`src/hw/rtl/cct_pkg.sv`:
```
// Shared types, constants and helpers of the conditional count table.
// No dependencies; imported by cct_div and conditional_count_table.

package cct_pkg;

  localparam int MAX_PARENTS    = 3;
  localparam int MAX_CATEGORIES = 8;
  localparam int TABLE_DEPTH    = 4096;
  localparam int COUNT_WIDTH    = 16;
  localparam int TOTAL_DEPTH    = TABLE_DEPTH / MAX_CATEGORIES;
  localparam int IDX_W          = $clog2(TABLE_DEPTH);
  localparam int CFG_W          = $clog2(TOTAL_DEPTH);
  localparam int CAT_W          = 4;
  localparam int RES_W          = 16;
  localparam int PROB_W         = 16;
  localparam int REG_IDX_W      = 3;

  typedef enum logic [1:0] {
    CMD_CLEAR = 2'd0,
    CMD_ADD   = 2'd1,
    CMD_QUERY = 2'd2
  } cmd_e;

  typedef enum logic [REG_IDX_W-1:0] {
    REG_NUM_PARENTS = 3'd0,
    REG_CHILD_CATS  = 3'd1,
    REG_PAR_A_CATS  = 3'd2,
    REG_PAR_B_CATS  = 3'd3,
    REG_PAR_C_CATS  = 3'd4
  } reg_idx_e;

  typedef struct packed {
    logic [1:0]       command;
    logic [CAT_W-1:0] parent_a_value;
    logic [CAT_W-1:0] parent_b_value;
    logic [CAT_W-1:0] parent_c_value;
    logic [CAT_W-1:0] child_value;
  } cct_in_t;

  typedef struct packed {
    logic [RES_W-1:0]  entry_count;
    logic [RES_W-1:0]  config_total;
    logic [PROB_W-1:0] probability;
    logic              error;
  } cct_out_t;

  function automatic logic [CAT_W-1:0] eff_cats(logic [CAT_W-1:0] r);
    logic [CAT_W-1:0] res;
    res = r;
    if (r == '0) res = CAT_W'(1);
    else if (r > CAT_W'(MAX_CATEGORIES)) res = CAT_W'(MAX_CATEGORIES);
    return res;
  endfunction

  function automatic logic in_range(logic [CAT_W-1:0] v, logic [CAT_W-1:0] cats);
    return (v != '0) && (v <= cats);
  endfunction

endpackage

```
`src/hw/rtl/cct_div.sv`:
```
// Radix-2 restoring divider that yields the Q0.16 fraction count/total.
// Depends on cct_pkg; instantiated by conditional_count_table.

module cct_div import cct_pkg::*; #(
  parameter int CountWidth = COUNT_WIDTH
) (
  input  logic                  clk_i,
  input  logic                  rst_ni,
  input  logic                  start_i,
  input  logic [CountWidth-1:0] dividend_i,
  input  logic [CountWidth-1:0] divisor_i,
  output logic                  done_o,
  output logic [PROB_W-1:0]     quot_o
);

  localparam int StepW = $clog2(PROB_W + 1);

  logic [CountWidth:0]   rem_q, rem_d, rem_sh;
  logic [CountWidth-1:0] div_q;
  logic [PROB_W-1:0]     quo_q, quo_d;
  logic [StepW-1:0]      step_q, step_d;
  logic                  run_q, run_d, done_q, done_d;
  logic                  fits;

  assign rem_sh = {rem_q[CountWidth-1:0], 1'b0};
  assign fits   = rem_sh >= {1'b0, div_q};

  always_comb begin
    rem_d  = rem_q;
    quo_d  = quo_q;
    step_d = step_q;
    run_d  = run_q;
    done_d = 1'b0;
    if (start_i) begin
      rem_d  = {1'b0, dividend_i};
      quo_d  = '0;
      step_d = '0;
      run_d  = 1'b1;
    end else if (run_q) begin
      rem_d  = fits ? rem_sh - {1'b0, div_q} : rem_sh;
      quo_d  = {quo_q[PROB_W-2:0], fits};
      step_d = step_q + StepW'(1);
      if (step_q == StepW'(PROB_W - 1)) begin
        run_d  = 1'b0;
        done_d = 1'b1;
      end
    end
  end

  always_ff @(posedge clk_i or negedge rst_ni) begin
    if (!rst_ni) begin
      run_q  <= 1'b0;
      done_q <= 1'b0;
      step_q <= '0;
    end else begin
      run_q  <= run_d;
      done_q <= done_d;
      step_q <= step_d;
    end
  end

  always_ff @(posedge clk_i) begin
    rem_q <= rem_d;
    quo_q <= quo_d;
    if (start_i) div_q <= divisor_i;
  end

  assign done_o = done_q;
  assign quot_o = quo_q;

  a_done_after_run: assert property (@(posedge clk_i) disable iff (!rst_ni)
    done_q |-> $past(run_q) && !run_q)
    else $error("divider finished without running");

  a_run_bounded: assert property (@(posedge clk_i) disable iff (!rst_ni)
    run_q |-> step_q < StepW'(PROB_W))
    else $error("divider step count overran");

  a_rem_below: assert property (@(posedge clk_i) disable iff (!rst_ni)
    run_q && !start_i && (rem_q < {1'b0, div_q}) |=> rem_q < {1'b0, div_q})
    else $error("divider remainder overflowed");

endmodule

```
`config.mk`:
```
export PLATFORM = sky130hd
export DESIGN_NAME = cct_div
export DESIGN_NICKNAME = d
export VERILOG_FILES = /design/src/hw/rtl/cct_pkg.sv /design/src/hw/rtl/cct_div.sv
export SDC_FILE = /design/constraint.sdc
export NUM_CORES = 1
export LEC_CHECK = 0
export BUFFER_PORTS_ARGS = -buffer_cell sky130_fd_sc_hd__clkbuf_2
export CELL_PAD_IN_SITES_DETAIL_PLACEMENT = 0
export CELL_PAD_IN_SITES_GLOBAL_PLACEMENT = 2
export CORE_MARGIN = 3
export CORE_UTILIZATION = 35
export DETAILED_ROUTE_END_ITERATION = 8
export MAX_ROUTING_LAYER = met4
export PLACE_DENSITY_LB_ADDON = 0.2
export REMOVE_ABC_BUFFERS = 1
export SYNTH_ARGS = -nofsm -noshare
export SYNTH_HDL_FRONTEND = slang
export SYNTH_SLANG_ARGS = --single-unit
```
`constraint.sdc`:
```
create_clock -name clk_i -period 2.9 [get_ports clk_i]
set_clock_uncertainty 0.1 [all_clocks]
set_input_delay 0.58 -clock clk_i [delete_from_list [all_inputs] [get_ports clk_i]]
set_output_delay 0.58 -clock clk_i [all_outputs]
set_load 0.01 [all_outputs]
```
Word-level counts from Yosys, hierarchy flattened
Cells that the tools add are included.

Register bits: 55. Bits of input ports: 35. Logic and storage cells: 22.

Add/sub/neg operators: 2. $lt $le $gt $ge: 1. Eq/ne operators: 1. Muxes and demuxes: 11. Reduce and logical (&&, ||, !) cells: 1.

Operator list (number): $mux 16 (3); $ge 17x16->1 (1); $sub 16x16->16 (1); $mux 5 (2); $mux 1 (6); $add 5x1->5 const B (1); $eq 5x4->1 const B (1); $reduce_bool 2->1 (1).

Longest topological paths before layout
Word-level depth: 4. Gate-level depth with buffers: 12. Depth with buffers taken out: 10.

Worst setup path after synthesis
No wires, ideal clock.

Path kind: register -> register. Start: reg rem_q[5]. End: reg rem_q[14], data pin. Arrival time: 2.123 ns. Data required time: 2.532 ns. Path slack: 0.409 ns. Cell stages (with the launch flop): 11. Buffers on the path: 2. Period minus slack after synthesis: 2.491 ns. Cell sequence: edfxtp_1 ha_1 buf_2 nand4_1 o31a_1 o21a_1 o21ai_1 a21oi_1 buf_2 a2111oi_0 o31ai_1.

Word-level cells in the longest chain between the ends: 4. Elaborated cells between the ends (all ways): 5. Classes of those cells: 1 x add/sub; 1 x order compare; 3 x mux.

Ends and longest elaborated chain: start: declaration (RTL line cct_div.sv:18) `logic [CountWidth:0] rem_q, rem_d, rem_sh;`; start signal: assignment (RTL line cct_div.sv:63) `rem_q <= rem_d;`; $sub 16x16->16 or $ge 17x16->1 (tied branches) (RTL line cct_div.sv:40, cct_div.sv:26); $mux 16 (*) (RTL line cct_div.sv:40) `rem_d = fits ? rem_sh - {1'b0, div_q} : rem_sh;`; $mux 16 (*) (RTL line cct_div.sv:39) `end else if (run_q) begin`; $mux 16 (*) (RTL line cct_div.sv:34) `if (start_i) begin`; named net rem_d[14] (RTL line cct_div.sv:18).

Mark *: on every way through the listed nets, which the timed path passes. The rest lies on a longest branch. The select of a mux whose other input is x is not followed. A chain may end at the register's enable or synchronous reset.

Worst setup path after layout
Start: reg rem_q[6]. End: reg rem_q[12], data pin.

Same word-level chain as after synthesis.

==> run summary <==
status: finished clean
Synth cell types: 47
synthesis-to-layout area growth: 19.7%
antenna-violating nets left: 0
final design area excluding fillers: 0.00362 mm^2
Std-Cell Rows: 33
pin count of the biggest net entering global routing: 31
share of post-route cells with drive strength above 1: 23.0%
die height: 98.9 um
via density per instance: 5.06
GRT Resource Usage Total: 14.9%
aggregate routed wire length: 6660 um
largest fanout on the critical path: 16
Final period util: 95.8%
overall via count from detail_route: 2336
Reg clk slew, reported paths: 0.11 ns
Critical Path AT: 2.86 ns
count of final setup violators: 0
average detailed-routed wire length per instance: 14.4 um
depth of the CTS H-tree: 2
area post-placement: 0.00349 mm^2
final hold slack: 0.331 ns
Static Leakage: 1.70 nW
buffer cell driving the clock tree root: sky130_fd_sc_hd__clkbuf_8
number of design rule violations left after detail routing: 0
EDFF count, synth: 32
Finished Core Util: 43.6%
total of warnings raised by yosys: 0
Power Total: 0.00308 W
launch instance of the worst register-to-register path: rem_q[6]
NumNets Final: 410
CP required: 2.98 ns
RePlAce Congestion: 0.837
horizontal die dimension: 98.9 um
RSZ-0062 raised after global routing: false
first-pass GRT wire length: 11500 um
1st-pass router iterations: 4
critical path class: flip-flop to flip-flop
Port Buf Inserts: 51
antenna violations before repair: 0
post-synthesis cell count: 293
number of top-level pins: 52
Seq/Total Area, Yosys: 48.2%
maximum clock rate: 360 MHz
FFs w/ async S/R, synth: 12.7%
area of the die: 0.00979 mm^2
category of the worst setup path capture point: flip-flop
count of max-cap constraint violations: 0
remaining global-route overflow: 0
Max clock buf depth: 2
number of global-route vias before repair: 2368
clk sinks: 55
worst skew pair latency: 0.32 ns
first-iteration detailed-routing DRC count: 88
total of flip-flops plus latches after synthesis: 55
final HPWL from detailed placement: 4940 um
mapped cell area: 0.00302 mm^2
worst hold path startpoint: divisor_i[3]
clock buffers created by TritonCTS: 5
power density over the cells: 853 mW/mm^2
Hold WC Path Type: input pin to flip-flop
Worst setup SP type: flip-flop
Final Hold Fails: 0
average size of a mapped cell: 10.3 um^2
# diodes: 0
VDD IR-drop max: 237 uV
crit path time final: 2.78 ns
launching element of the worst setup path: rem_q[6]
Core Footprint: 0.00830 mm^2
primary flip-flop cell chosen by synthesis mapping: sky130_fd_sc_hd__edfxtp_1
transition time at the pin with the least slew margin: 0.514 ns
clock tree from TritonCTS: built
starting density of the core: 36.4%
Slew Viols, Final: 0
Slew HR: 65.6%
==> registers in the layout, summed over array words and instances (netlist names) <==
name,flops
done_o,1
run_q,1
quot_o,16
step_q,5
div_q,16
rem_q,16
==> cell families after synthesis <==
kind of cell | after synthesis | synth area share, %
adders and majority gates | 19 | 8.11
buffers and inverters | 33 | 4.22
DFF | 55 | 48.2
AOI/OAI and AO/OA | 64 | 14.4
xor gates and xnor gates | 15 | 4.35
muxes | 19 | 6.33
and+or+nand+nor | 88 | 14.4
==> layout by cell type, fill, tap and decap left out, drive strengths merged, types with 2 or more instances in the layout <==
master / Yosys / routed
a211oi: 4 / 4
a21o: 6 / 6
a21oi: 20 / 20
a221o: 3 / 3
and3: 2 / 2
buf: 5 / 18
clkbuf: 9 / 56
clkinv: 0 / 2
dfrtp: 7 / 7
dfxtp: 16 / 16
edfxtp: 32 / 32
ha: 18 / 18
inv: 19 / 20
mux2i: 18 / 18
nand2: 20 / 20
nand2b: 6 / 6
nand3b: 6 / 6
nand4: 3 / 3
nor2: 31 / 31
nor2b: 7 / 7
nor3: 5 / 5
o211ai: 2 / 2
o21a: 3 / 3
o21ai: 7 / 7
o311ai: 6 / 6
o31a: 2 / 2
o31ai: 4 / 4
xnor2: 7 / 7
xor2: 8 / 8
==> critical path, stage by stage, from the launching register on <==
cell and delay [ns]:
sky130_fd_sc_hd__edfxtp_1 0.45, sky130_fd_sc_hd__ha_1 0.37, sky130_fd_sc_hd__nand4_1 0.17, sky130_fd_sc_hd__o31a_1 0.34, sky130_fd_sc_hd__o21a_1 0.17, sky130_fd_sc_hd__o21ai_1 0.21, sky130_fd_sc_hd__a21oi_4 0.14, sky130_fd_sc_hd__or4b_1 0.56
sky130_fd_sc_hd__a21oi_1 0.13
==> metal layers <==
layer,wire [um],up-vias,GRT usage [%]
li1,-,1186,-
met1,3320,1091,20.6
met2,2950,51,21.9
met3,302,8,3.47
met4,94,0,4.41
met5,0,-,-
==> repair_timing <==
action                                  CTS  global route
endpoints found under the hold margin     7             0
hold buffers                              1             0
setup buffers                             0             0
endpoints found under the setup margin    2             3
gates resized for setup                   1             5
gates cloned                              0             0
==> worst paths after layout <==
check | end | slack, ns | cells after the start
setup reg to reg | rem_q[12] | 0.12 | 8
max in group asynchronous | run_q | 2.03 | 2
hold reg to reg | quot_o[15] | 0.42 | 2
hold / removal | div_q[3] | 0.33 | 1
min in group asynchronous | done_o | 0.51 | 2
setup / recovery | rem_q[12] | 0.12 | 8
==> cell usage after synthesis, types with 4 or more instances <==
master / count / share of area (%)
sky130_fd_sc_hd__a211oi_1: 4 / 0.99
sky130_fd_sc_hd__a21o_1: 6 / 1.5
sky130_fd_sc_hd__a21oi_1: 20 / 3.3
sky130_fd_sc_hd__clkbuf_1: 9 / 1.1
sky130_fd_sc_hd__dfrtp_1: 7 / 5.8
sky130_fd_sc_hd__dfxtp_1: 16 / 11
sky130_fd_sc_hd__edfxtp_1: 32 / 32
sky130_fd_sc_hd__ha_1: 18 / 7.5
sky130_fd_sc_hd__inv_1: 19 / 2.4
sky130_fd_sc_hd__mux2i_1: 18 / 6.0
sky130_fd_sc_hd__nand2_1: 20 / 2.5
sky130_fd_sc_hd__nand2b_1: 6 / 1.2
sky130_fd_sc_hd__nand3b_1: 6 / 1.5
sky130_fd_sc_hd__nor2_1: 31 / 3.8
sky130_fd_sc_hd__nor2b_1: 7 / 1.4
sky130_fd_sc_hd__nor3_1: 5 / 0.83
sky130_fd_sc_hd__o21ai_0: 6 / 0.99
sky130_fd_sc_hd__o311ai_0: 6 / 1.7
sky130_fd_sc_hd__o31ai_1: 4 / 0.99
sky130_fd_sc_hd__xnor2_1: 7 / 2.0
sky130_fd_sc_hd__xor2_1: 8 / 2.3
==> stage by stage <==
step	setup slack (ns)	TNS (ns)	std cells
2_1_floorplan	-0.303	-2.59	279
6_report	0.121	0	462
3_3_place_gp	0.0697	0	453
3_5_place_dp	0.0239	0	453
4_1_cts	0.0631	0	462
5_1_grt	0.0150	0	462
==> power by group <==
group	total (W)	switching, W	leakage (nW)	internal [W]
sequential	0.00110	0.0000860	0.549	0.00101
clock	0.000457	0.000281	0.0477	0.000176
combinational	0.00153	0.000828	1.10	0.000704
==> final cells by class <==
| type | instances | area (um^2) |
|---|---|---|
| tap | 105 | 131 |
| sequential | 55 | 1460 |
| multi-input combinational | 205 | 1470 |
| inverter | 19 | 71.3 |
| clock inverter | 3 | 23.8 |
| clock buffer | 5 | 68.8 |
| timing repair buffer | 70 | 400 |
| fill | 848 | 4680 |
Note: power is estimated with default switching activity, not from simulation.
